[src/hdl/csp_pkg.sv]
// shared types and constants for the curve subdivision pass unit
// depends on nothing; used by every module under hdl
package csp_pkg;

    localparam int COORD_W     = 16;
    localparam int QUEUE_DEPTH = 4;

    typedef logic signed [COORD_W-1:0] coord_t;

    // one input beat: a curve point and its end mark
    typedef struct packed {
        coord_t point_x;
        coord_t point_y;
        logic   curve_end;
    } point_beat_t;

    // one output beat: an emitted point
    typedef struct packed {
        coord_t out_x;
        coord_t out_y;
        logic   is_midpoint;
        logic   out_last;
    } result_beat_t;

    // work handed from the front to the back for one accepted point
    typedef struct packed {
        coord_t older_x;
        coord_t older_y;
        coord_t newer_x;
        coord_t newer_y;
        coord_t pt_x;
        coord_t pt_y;
        logic   emit_pair;      // vertex plus midpoint to the new point
        logic   vertex_smooth;  // vertex is interior, otherwise the start point
        logic   emit_final;     // new point closes the curve
    } cmd_t;

endpackage

[src/hdl/csp_front.sv]
// front end: takes curve points, tracks the point window, classifies work
// depends on csp_pkg
module csp_front (
    input  logic                clk,
    input  logic                rst_n,
    input  logic                point_valid,
    output logic                point_stall,
    input  csp_pkg::point_beat_t point,
    input  logic                queue_full,
    output logic                push,
    output csp_pkg::cmd_t       push_cmd
);

    csp_pkg::coord_t older_x_reg, older_x_next;
    csp_pkg::coord_t older_y_reg, older_y_next;
    csp_pkg::coord_t newer_x_reg, newer_x_next;
    csp_pkg::coord_t newer_y_reg, newer_y_next;
    logic [1:0]      points_seen_reg, points_seen_next;
    logic            accept;

    assign point_stall = queue_full;
    assign accept      = point_valid && !queue_full;

    // the first point of a longer curve produces nothing yet
    assign push = accept && ((points_seen_reg != 2'd0) || point.curve_end);

    always_comb
    begin
        push_cmd.older_x       = older_x_reg;
        push_cmd.older_y       = older_y_reg;
        push_cmd.newer_x       = newer_x_reg;
        push_cmd.newer_y       = newer_y_reg;
        push_cmd.pt_x          = point.point_x;
        push_cmd.pt_y          = point.point_y;
        push_cmd.emit_pair     = (points_seen_reg != 2'd0);
        push_cmd.vertex_smooth = (points_seen_reg == 2'd2);
        push_cmd.emit_final    = point.curve_end;
    end

    always_comb
    begin
        older_x_next     = older_x_reg;
        older_y_next     = older_y_reg;
        newer_x_next     = newer_x_reg;
        newer_y_next     = newer_y_reg;
        points_seen_next = points_seen_reg;
        if (accept)
        begin
            if (point.curve_end)
            begin
                older_x_next     = '0;
                older_y_next     = '0;
                newer_x_next     = '0;
                newer_y_next     = '0;
                points_seen_next = 2'd0;
            end
            else
            begin
                older_x_next = newer_x_reg;
                older_y_next = newer_y_reg;
                newer_x_next = point.point_x;
                newer_y_next = point.point_y;
                if (points_seen_reg != 2'd2)
                begin
                    points_seen_next = points_seen_reg + 2'd1;
                end
            end
        end
    end

    always_ff @(posedge clk or negedge rst_n)
    begin
        if (!rst_n)
        begin
            older_x_reg     <= '0;
            older_y_reg     <= '0;
            newer_x_reg     <= '0;
            newer_y_reg     <= '0;
            points_seen_reg <= 2'd0;
        end
        else
        begin
            older_x_reg     <= older_x_next;
            older_y_reg     <= older_y_next;
            newer_x_reg     <= newer_x_next;
            newer_y_reg     <= newer_y_next;
            points_seen_reg <= points_seen_next;
        end
    end

endmodule

[src/hdl/csp_queue.sv]
// short command queue between front and back
// depends on csp_pkg
module csp_queue #(
    parameter int DEPTH = csp_pkg::QUEUE_DEPTH
) (
    input  logic          clk,
    input  logic          rst_n,
    input  logic          push,
    input  csp_pkg::cmd_t push_cmd,
    output logic          full,
    input  logic          pop,
    output logic          head_valid,
    output csp_pkg::cmd_t head_cmd
);

    localparam int PTR_W = (DEPTH > 1) ? $clog2(DEPTH) : 1;
    localparam int CNT_W = $clog2(DEPTH + 1);

    csp_pkg::cmd_t    slots_reg [DEPTH];
    logic [PTR_W-1:0] wr_ptr_reg, wr_ptr_next;
    logic [PTR_W-1:0] rd_ptr_reg, rd_ptr_next;
    logic [CNT_W-1:0] count_reg, count_next;

    assign full       = (count_reg == CNT_W'(DEPTH));
    assign head_valid = (count_reg != '0);
    assign head_cmd   = slots_reg[rd_ptr_reg];

    always_comb
    begin
        wr_ptr_next = wr_ptr_reg;
        rd_ptr_next = rd_ptr_reg;
        count_next  = count_reg;
        if (push)
        begin
            wr_ptr_next = (wr_ptr_reg == PTR_W'(DEPTH - 1)) ? '0 : wr_ptr_reg + PTR_W'(1);
        end
        if (pop)
        begin
            rd_ptr_next = (rd_ptr_reg == PTR_W'(DEPTH - 1)) ? '0 : rd_ptr_reg + PTR_W'(1);
        end
        if (push && !pop)
        begin
            count_next = count_reg + CNT_W'(1);
        end
        else if (pop && !push)
        begin
            count_next = count_reg - CNT_W'(1);
        end
    end

    always_ff @(posedge clk or negedge rst_n)
    begin
        if (!rst_n)
        begin
            wr_ptr_reg <= '0;
            rd_ptr_reg <= '0;
            count_reg  <= '0;
        end
        else
        begin
            wr_ptr_reg <= wr_ptr_next;
            rd_ptr_reg <= rd_ptr_next;
            count_reg  <= count_next;
        end
    end

    // payload slots, no reset
    always_ff @(posedge clk)
    begin
        if (push)
        begin
            slots_reg[wr_ptr_reg] <= push_cmd;
        end
    end

endmodule

[src/hdl/csp_back.sv]
// back end: turns one command into its result beats, one beat per cycle unless the output stalls
// depends on csp_pkg
module csp_back (
    input  logic                  clk,
    input  logic                  rst_n,
    input  logic                  head_valid,
    input  csp_pkg::cmd_t         head_cmd,
    output logic                  pop,
    output logic                  result_valid,
    input  logic                  result_stall,
    output csp_pkg::result_beat_t result
);

    localparam int EXT_W = csp_pkg::COORD_W + 2;

    typedef logic signed [EXT_W-1:0] ext_t;

    logic [1:0]            phase_reg, phase_next;
    logic                  valid_reg, valid_next;
    csp_pkg::result_beat_t beat_reg, beat_next;
    logic [1:0]            last_phase;
    logic                  load;
    logic                  take_vertex;
    logic                  take_mid;
    csp_pkg::coord_t       vert_x, vert_y;

    function automatic csp_pkg::coord_t midpoint(csp_pkg::coord_t u, csp_pkg::coord_t v);
        ext_t s;
        s = (ext_t'(u) + ext_t'(v)) >>> 1;
        return s[csp_pkg::COORD_W-1:0];
    endfunction

    // (p>>1) + (mid(a,p)>>2) + (mid(p,b)>>2), clamped
    function automatic csp_pkg::coord_t smooth(csp_pkg::coord_t a, csp_pkg::coord_t p,
                                               csp_pkg::coord_t b);
        ext_t ma;
        ext_t mb;
        ext_t sum;
        ext_t hi;
        ext_t lo;
        ma  = (ext_t'(a) + ext_t'(p)) >>> 1;
        mb  = (ext_t'(p) + ext_t'(b)) >>> 1;
        sum = (ext_t'(p) >>> 1) + (ma >>> 2) + (mb >>> 2);
        hi  = ext_t'({1'b0, {(csp_pkg::COORD_W-1){1'b1}}});
        lo  = ext_t'(csp_pkg::coord_t'({1'b1, {(csp_pkg::COORD_W-1){1'b0}}}));
        if (sum > hi)
        begin
            sum = hi;
        end
        else if (sum < lo)
        begin
            sum = lo;
        end
        return sum[csp_pkg::COORD_W-1:0];
    endfunction

    // beat order per command: vertex, midpoint, final point (each if present)
    assign last_phase  = head_cmd.emit_pair ? (head_cmd.emit_final ? 2'd2 : 2'd1) : 2'd0;
    assign take_vertex = head_cmd.emit_pair && (phase_reg == 2'd0);
    assign take_mid    = head_cmd.emit_pair && (phase_reg == 2'd1);
    assign load        = head_valid && (!valid_reg || !result_stall);
    assign pop         = load && (phase_reg == last_phase);

    assign vert_x = head_cmd.vertex_smooth
                  ? smooth(head_cmd.older_x, head_cmd.newer_x, head_cmd.pt_x)
                  : head_cmd.newer_x;
    assign vert_y = head_cmd.vertex_smooth
                  ? smooth(head_cmd.older_y, head_cmd.newer_y, head_cmd.pt_y)
                  : head_cmd.newer_y;

    always_comb
    begin
        phase_next = phase_reg;
        valid_next = valid_reg;
        beat_next  = beat_reg;
        if (valid_reg && !result_stall)
        begin
            valid_next = 1'b0;
        end
        if (load)
        begin
            valid_next = 1'b1;
            phase_next = (phase_reg == last_phase) ? 2'd0 : phase_reg + 2'd1;
            if (take_vertex)
            begin
                beat_next.out_x       = vert_x;
                beat_next.out_y       = vert_y;
                beat_next.is_midpoint = 1'b0;
                beat_next.out_last    = 1'b0;
            end
            else if (take_mid)
            begin
                beat_next.out_x       = midpoint(head_cmd.newer_x, head_cmd.pt_x);
                beat_next.out_y       = midpoint(head_cmd.newer_y, head_cmd.pt_y);
                beat_next.is_midpoint = 1'b1;
                beat_next.out_last    = 1'b0;
            end
            else
            begin
                beat_next.out_x       = head_cmd.pt_x;
                beat_next.out_y       = head_cmd.pt_y;
                beat_next.is_midpoint = 1'b0;
                beat_next.out_last    = 1'b1;
            end
        end
    end

    always_ff @(posedge clk or negedge rst_n)
    begin
        if (!rst_n)
        begin
            phase_reg <= 2'd0;
            valid_reg <= 1'b0;
        end
        else
        begin
            phase_reg <= phase_next;
            valid_reg <= valid_next;
        end
    end

    always_ff @(posedge clk)
    begin
        beat_reg <= beat_next;
    end

    assign result_valid = valid_reg;
    assign result       = beat_reg;

endmodule

[src/hdl/curve_subdivision_pass_unit.sv]
// one open-curve b-spline subdivision pass over a stream of q12.4 points
// an accepted point's command is registered in the queue, then each beat in the output register
// throughput: a point is taken every cycle the queue has room; the back end emits one beat
// per cycle unless stalled: interior point 2 beats, closing point 3, lone point 1, first 0
// reset: rst_n clears the point window, the queue and the output valid flag
// depends on csp_pkg, csp_front, csp_queue, csp_back
module curve_subdivision_pass_unit #(
    parameter int QUEUE_DEPTH = csp_pkg::QUEUE_DEPTH
) (
    input  logic                  clk,
    input  logic                  rst_n,
    input  logic                  point_valid,
    output logic                  point_stall,
    input  csp_pkg::point_beat_t  point,
    output logic                  result_valid,
    input  logic                  result_stall,
    output csp_pkg::result_beat_t result
);

    // front to queue
    logic          push;
    csp_pkg::cmd_t push_cmd;
    logic          queue_full;

    // queue to back
    logic          pop;
    logic          head_valid;
    csp_pkg::cmd_t head_cmd;

    // front keeps the two-point window and decides which beats a point owes
    csp_front u_front (
        .clk         (clk),
        .rst_n       (rst_n),
        .point_valid (point_valid),
        .point_stall (point_stall),
        .point       (point),
        .queue_full  (queue_full),
        .push        (push),
        .push_cmd    (push_cmd)
    );

    // decouples the input side from output stalls
    csp_queue #(
        .DEPTH (QUEUE_DEPTH)
    ) u_queue (
        .clk        (clk),
        .rst_n      (rst_n),
        .push       (push),
        .push_cmd   (push_cmd),
        .full       (queue_full),
        .pop        (pop),
        .head_valid (head_valid),
        .head_cmd   (head_cmd)
    );

    // back does the smoothing and midpoint math and sequences the beats
    csp_back u_back (
        .clk          (clk),
        .rst_n        (rst_n),
        .head_valid   (head_valid),
        .head_cmd     (head_cmd),
        .pop          (pop),
        .result_valid (result_valid),
        .result_stall (result_stall),
        .result       (result)
    );

endmodule
[config.mk]
export PLATFORM = sky130hd
export DESIGN_NAME = curve_subdivision_pass_unit
export DESIGN_NICKNAME = d
export VERILOG_FILES = /design/src/hdl/csp_pkg.sv /design/src/hdl/csp_front.sv /design/src/hdl/csp_queue.sv /design/src/hdl/csp_back.sv /design/src/hdl/curve_subdivision_pass_unit.sv
export SDC_FILE = /design/constraint.sdc
export NUM_CORES = 1
export LEC_CHECK = 0
export BUFFER_PORTS_ARGS = -buffer_cell sky130_fd_sc_hd__buf_2
export CAP_MARGIN = 15
export CORE_UTILIZATION = 60
export DETAILED_ROUTE_END_ITERATION = 7
export PLACE_DENSITY = 0.77
export SLEW_MARGIN = 25
export SYNTH_ARGS = -nofsm -noshare
export SYNTH_HDL_FRONTEND = slang
export SYNTH_HIERARCHICAL = 1
export SYNTH_SLANG_ARGS = --single-unit
[constraint.sdc]
create_clock -name clk -period 17 [get_ports clk]
set_input_delay 0.85 -clock clk [delete_from_list [all_inputs] [get_ports clk]]
set_output_delay 0.85 -clock clk [all_outputs]
set_load 0.01 [all_outputs]
==> flow_summary.ini, run 1 <==
[sta]
rel_slew_slack_pct = 27.3
final_critical_path_time_including_i_o_delays_and_setup_ns = 8.04
slew_violations = 0
final_count_of_negative_setup_slack_endpoints = 0
worst-slew-pin-transition_ns = 1.09
timing.final.hold_violations = 0
finalCritPeriodShare_pct = 47.3
fin_skew_ns = 0.0125
fin_setup_tns_ns = 0
rsz0062_at_grt = false
max_freq_mhz = 124

[global_routing]
grt.met3_usage_pct = 4.88
grt_pass1_vias = 14600
globalRouteMet2Util_pct = 40.8
grt_busiest_layer = met1
global_route.usage.met1_pct = 41.0
globalRouteTotalUtil_pct = 27.0
first_pass_grt_wire_length_um = 84400
grt_remaining_overflow = 0
antenna_found_initial = 2
grt_start_max_net_pins = 91

[run]
max-cap-violations = 0

[floorplan]
start_util_pct = 61.4
die_h_um = 205
num_rows = 73
chip_width_um = 205
pin_count = 73
fp.dieArea_mm2 = 0.0418
coreArea_mm2 = 0.0401

[clocking]
cts.hold.buffers_added = 0
clkTransAtPathRegs_ns = 0.07
cts_htree_levels = 2
ctsLongestPathBuffers = 3
tritoncts.num_buffers = 49
cts-root-buf = clkbuf_16
post-cts-setup-buffer-count = 0
post_cts_resize_count = 0
cts_tree = built
insertion_delay_ns = 0.59
cts.sink_count = 506

[critical_path]
worst_path_largest_cell_delay_ns = 0.96
worst_ep_required_time_ns = 17.32
critical_path.slowest_cell = a2111oi_1
critical_path.most_common_cell = a21oi_1
arr_time_crit_path_ns = 8.36
critical_path.cell_chain = buf_4 > mux4_2 > ha_1 > a21oi_1 > a21oi_1 > o2111ai_1 > nand3_1 > o211a_1 > a2111oi_1 > o21ba_2 > xor2_1 > fa_1 > inv_1 > ha_1 > o21a_1 > o21ai_0 > a21oi_1 > o31ai_4 > a311oi_1 > or3_1 > o21ai_0 > o211ai_1
startpoint_type = register
cpLargestDelayFamily = compound AO/OA/AOI/OAI gates
path_class = reg -> reg
cp-end-kind = register
worst-path-max-fanout = 46
total_buffers_and_inverters_traversed_by_the_critical_path = 2

[layout]
area_delta_synth_final_pct = 8.58
layout.cells.most_common = edfxtp_1
layout.cell_area.non_filler_mm2 = 0.0267
stdcell_count = 2300
final_layout_size_suffix_gt1_share_pct = 17.4
most-common-layout-cells = edfxtp_1, nand2_1, inv_1
finalNetCount = 1906
largest_register_ffs = 396

[yosys]
synth.top_cell.area_share_pct = 52.5
yosys_register_bits = 506
async_flop_share_pct = 15.0
yosys.area.top_type = edfxtp_1
synthesis.area_per_instance_um2 = 14.5
synth_cell_types = 89
yosys_warnings = 6
synthesis.instances = 1694
ys_top_cells_by_area = edfxtp_1, mux4_2, dfrtp_1
ys.flop_type = edfxtp_1
synth_fp_nets = 1866
yosysSeqAreaShare_pct = 60.2
post_synth_instance_area_mm2 = 0.0246
synth_enable_flop_cells = 430

[detailed_routing]
postRouteAntennaNets = 0
detailedRoute.firstPassIterationCount = 8
drt_first_iter_violations = 1684
drt_wl_total_um = 54900
route.vias.total = 14600
drc = 0
average_routed_wire_per_standard_cell_um = 23.9
vias_per_cell = 6.36

[hold_path]
worstHoldPathType = in -> async

[placed_design]
globalplace.congestion = 0.897
placedCellCount = 2207
placed_area_mm2 = 0.0251
io_buffer_count = 72
dp_hpwl_um = 35600

[status]
run_status = complete, no violations
## through the flow
step,hold slack (ns),util (%),setup slack [ns]
global placement,0.473,62.4,8.53
CTS,0.142,66.5,8.75
finish,0.148,66.6,8.96
detailed placement,0.482,62.6,8.82
global route,0.161,66.6,8.42
floorplan,0.449,-,10.87
## synth_stat cells, types with 4 or more instances
master / count
nand4_1: 4
nand2_1: 171
or2_2: 10
o21bai_1: 6
buf_2: 16
and3_1: 12
o211ai_1: 6
nor2_1: 43
buf_4: 42
xor2_1: 37
fa_1: 35
a211o_1: 5
mux4_2: 99
nand3_1: 13
o21ai_0: 89
o21ai_1: 17
o221ai_1: 16
buf_6: 16
inv_1: 113
edfxtp_1: 430
ha_1: 100
dfrtp_1: 76
a31oi_1: 7
xnor2_1: 30
mux2_2: 5
a22oi_1: 13
mux2i_1: 6
nor3_1: 18
a211oi_1: 12
a222oi_1: 9
a21oi_1: 65
nor2b_1: 4
maj3_1: 10
nand2b_1: 9
o2111ai_1: 4
and2_1: 11
a21o_1: 27
o21a_1: 13
clkbuf_1: 18
or3_1: 9
## final cells by class
type	count	area (µm²)
repair buffers	88	539
diodes	2	5.00
inverters	114	428
multi-input cells	975	8680
flip-flops and latches	506	14800
well taps	525	657
clock buffers	63	1330
fillers	2697	13400
clock inverters	27	259
## logic make-up (layout without fill, tap and decap cells)
family	after synthesis	count (layout)	synth area share, %
AOI/OAI and AO/OA	330	330	8.82
other	0	2	0
buffers and inverters	213	292	4.60
and+or+nand+nor	321	321	6.00
xor gates and xnor gates	69	69	2.52
adders and majority gates	145	145	8.34
muxes	110	110	9.53
DFF	506	506	60.2
## routing by layer
layer  share of wire [%]  wire length, µm  up-vias
li1                    -                -     6463
met1                  44            24100     7390
met2                  46            25400      680
met3                 8.0             4370       85
met4                 1.7              928        0
met5                   0                0        -
## path summary, 6_finish.rpt
kind                                              startpoint                                   to  slack [ns]  depth (start not counted)
hold reg to reg             u_queue/count_reg[2]$_DFFE_PN0P_     u_queue/count_reg[2]$_DFFE_PN0P_        0.49                          1
hold / removal                                         rst_n  u_front/newer_x_reg[11]$_DFFE_PN0P_        0.15                          1
max in group asynchronous                              rst_n    u_queue/rd_ptr_reg[1]$_DFFE_PN0P_       15.58                          2
min in group clk                                    point[1]    u_queue/slots_reg[1][3]$_DFFE_PP_        0.49                          1
setup / recovery           u_queue/rd_ptr_reg[0]$_DFFE_PN0P_          u_back/result[29]$_DFFE_PP_        8.96                         22
setup reg to reg           u_queue/rd_ptr_reg[0]$_DFFE_PN0P_          u_back/result[29]$_DFFE_PP_        8.96                         22
Power of run 1 is left out: the tool's default activity adds up to more than one toggle a clock period on the data nets, which glitch-free logic cannot reach.
==> run 2: changes to the inputs <==
- ABC_AREA: not set -> 1
- clock period: 17 -> 7.73 ns (I/O delays scaled with it)
==> flow_summary.ini, run 2 <==
[critical_path]
path_class = reg -> reg
worst_ep_required_time_ns = 8.05
critical_path.slowest_cell = dfrtp_4
arr_time_crit_path_ns = 6.91
startpoint_type = register
cp-end-kind = register
total_buffers_and_inverters_traversed_by_the_critical_path = 4
worst-path-max-fanout = 52
worst_path_largest_cell_delay_ns = 0.87
critical_path.most_common_cell = nand2_1
cpLargestDelayFamily = compound AO/OA/AOI/OAI gates

[yosys]
yosysSeqAreaShare_pct = 55.1
ys_top_cells_by_area = edfxtp_1, nand2_1, dfrtp_1
synth_enable_flop_cells = 430
yosys.area.top_type = edfxtp_1
yosys_warnings = 6
ys.flop_type = edfxtp_1
post_synth_xor_area_fraction_pct = 2.28
synth_top_family_by_area = simple AND/OR/NAND/NOR gates
synth-compound-area-share_pct = 9.97
yosys.cell_count.top_type = nand2_1
post_synth_instance_area_mm2 = 0.0269
synth-adder-area-share_pct = 7.26
synthesis.area_per_instance_um2 = 9.82
synth_simple_gate_area_share_pct = 16.2
synth.top_cell.area_share_pct = 48.0
async_flop_share_pct = 15.0
synthesis.instances = 2738
synth_cell_types = 49
yosys_register_bits = 506
post_synth_mux_area_share_pct = 0
netlist_top_cells_count = nand2_1, edfxtp_1, inv_1
synth_fp_nets = 2910

[layout]
largest_register_ffs = 396
most-common-layout-cells = nand2_1, edfxtp_1, inv_1
n_fill_cell = 3398
area_delta_synth_final_pct = 7.46
finalNetCount = 2927
final_layout_size_suffix_gt1_share_pct = 7.37
multi_input_comb_area_mm2 = 0.00959
layout.cells.most_common = nand2_1
layout.area.seq_mm2 = 0.0148

[sta]
rsz0062_at_grt = false
final_critical_path_time_including_i_o_delays_and_setup_ns = 6.59
final_count_of_negative_setup_slack_endpoints = 0
max_freq_mhz = 152
holdWs_ns = 0.0240
fin_skew_ns = 0.0177
worst_slack_ns = 1.14
fin_setup_tns_ns = 0
finalCritPeriodShare_pct = 85.2
rel_slew_slack_pct = 28.4
worst-slew-pin-transition_ns = 1.07
timing.final.hold_violations = 0
slew_violations = 0

[global_routing]
grt_busiest_layer = met2
first_pass_grt_wire_length_um = 100000
grt_pass1_vias = 18500
global_route.usage.met1_pct = 42.3
globalRouteMet2Util_pct = 45.5
grt_remaining_overflow = 0
grt.met3_usage_pct = 5.10
grt_start_max_net_pins = 209
antenna_found_initial = 1
globalRouteTotalUtil_pct = 29.1

[clocking]
clkTransAtPathRegs_ns = 0.06
cts.sink_count = 506
insertion_delay_ns = 0.59
cts-root-buf = clkbuf_16
cts_tree = built
tritoncts.num_buffers = 49
post_cts_resize_count = 0
cts.hold.buffers_added = 2
cts_htree_levels = 2
ctsLongestPathBuffers = 3
post-cts-setup-buffer-count = 0

[floorplan]
fp.dieArea_mm2 = 0.0457
start_util_pct = 60.8
coreArea_mm2 = 0.0442
pin_count = 73
die_h_um = 214
chip_width_um = 214
num_rows = 77

[run]
max-cap-violations = 0

[placed_design]
globalplace.congestion = 0.995
dp_hpwl_um = 43800
preCtsSetupSlack_ns = 1.24
io_buffer_count = 72

[detailed_routing]
drt_wl_total_um = 65000
detailedRoute.firstPassIterationCount = 6
drc = 0
average_routed_wire_per_standard_cell_um = 19.2
drt_first_iter_violations = 1995
route.vias.total = 19200
postRouteAntennaNets = 0
vias_per_cell = 5.66

[status]
run_status = complete, no violations

[hold_path]
worstHoldPathType = in -> reg
run 2: logic make-up (layout without fill, tap and decap cells):
family,after synthesis,after routing
simple gates,1067,1067
buf+inv,546,603
flops,506,506
compound gates,414,414
fa+ha+maj,135,135
xor+xnor,70,70
other cells,0,1
run 2: stage by stage:
step	utilization, %	instance area (µm²)	instances
6_report	65.3	28900	3388
3_5_place_dp	61.7	27300	3294
2_1_floorplan	-	26900	2738
3_3_place_gp	61.7	27300	3294
4_1_cts	65.3	28900	3387
5_1_grt	65.3	28900	3387
run 2: worst paths after layout:
check | start | endpoint | slack, ns | depth (start not counted)
worst max-delay path | u_queue/rd_ptr_reg[1]$_DFFE_PN0P_ | u_back/result[11]$_DFFE_PP_ | 1.14 | 28
max in group asynchronous | rst_n | u_front/newer_x_reg[3]$_DFFE_PN0P_ | 6.37 | 3
worst max register to register | u_queue/rd_ptr_reg[1]$_DFFE_PN0P_ | u_back/result[11]$_DFFE_PP_ | 1.14 | 28
worst min-delay path | point[11] | u_queue/slots_reg[1][13]$_DFFE_PP_ | 0.02 | 1
min in group asynchronous | rst_n | u_front/newer_y_reg[5]$_DFFE_PN0P_ | 0.26 | 2
worst min register to register | u_queue/count_reg[2]$_DFFE_PN0P_ | u_queue/count_reg[2]$_DFFE_PN0P_ | 0.50 | 2
run 2: area by class of cell:
type / count / area share, %
Inverter: 414 / 5.47
Tap cell: 592 / 2.56
Sequential cell: 506 / 51.3
Timing Repair Buffer: 98 / 1.99
Multi-Input combinational cell: 1686 / 33.2
Antenna cell: 1 / 0.00866
Clock inverter: 17 / 0.792
Clock buffer: 74 / 4.71
run 2: layer usage:
layer	part of all wire (%)	vias to the layer above
met2	45	808
met1	43	9089
li1	-	9150
met4	2.1	2
met3	9.3	115
met5	0.020	-
Power of run 2 is left out for the same reason.
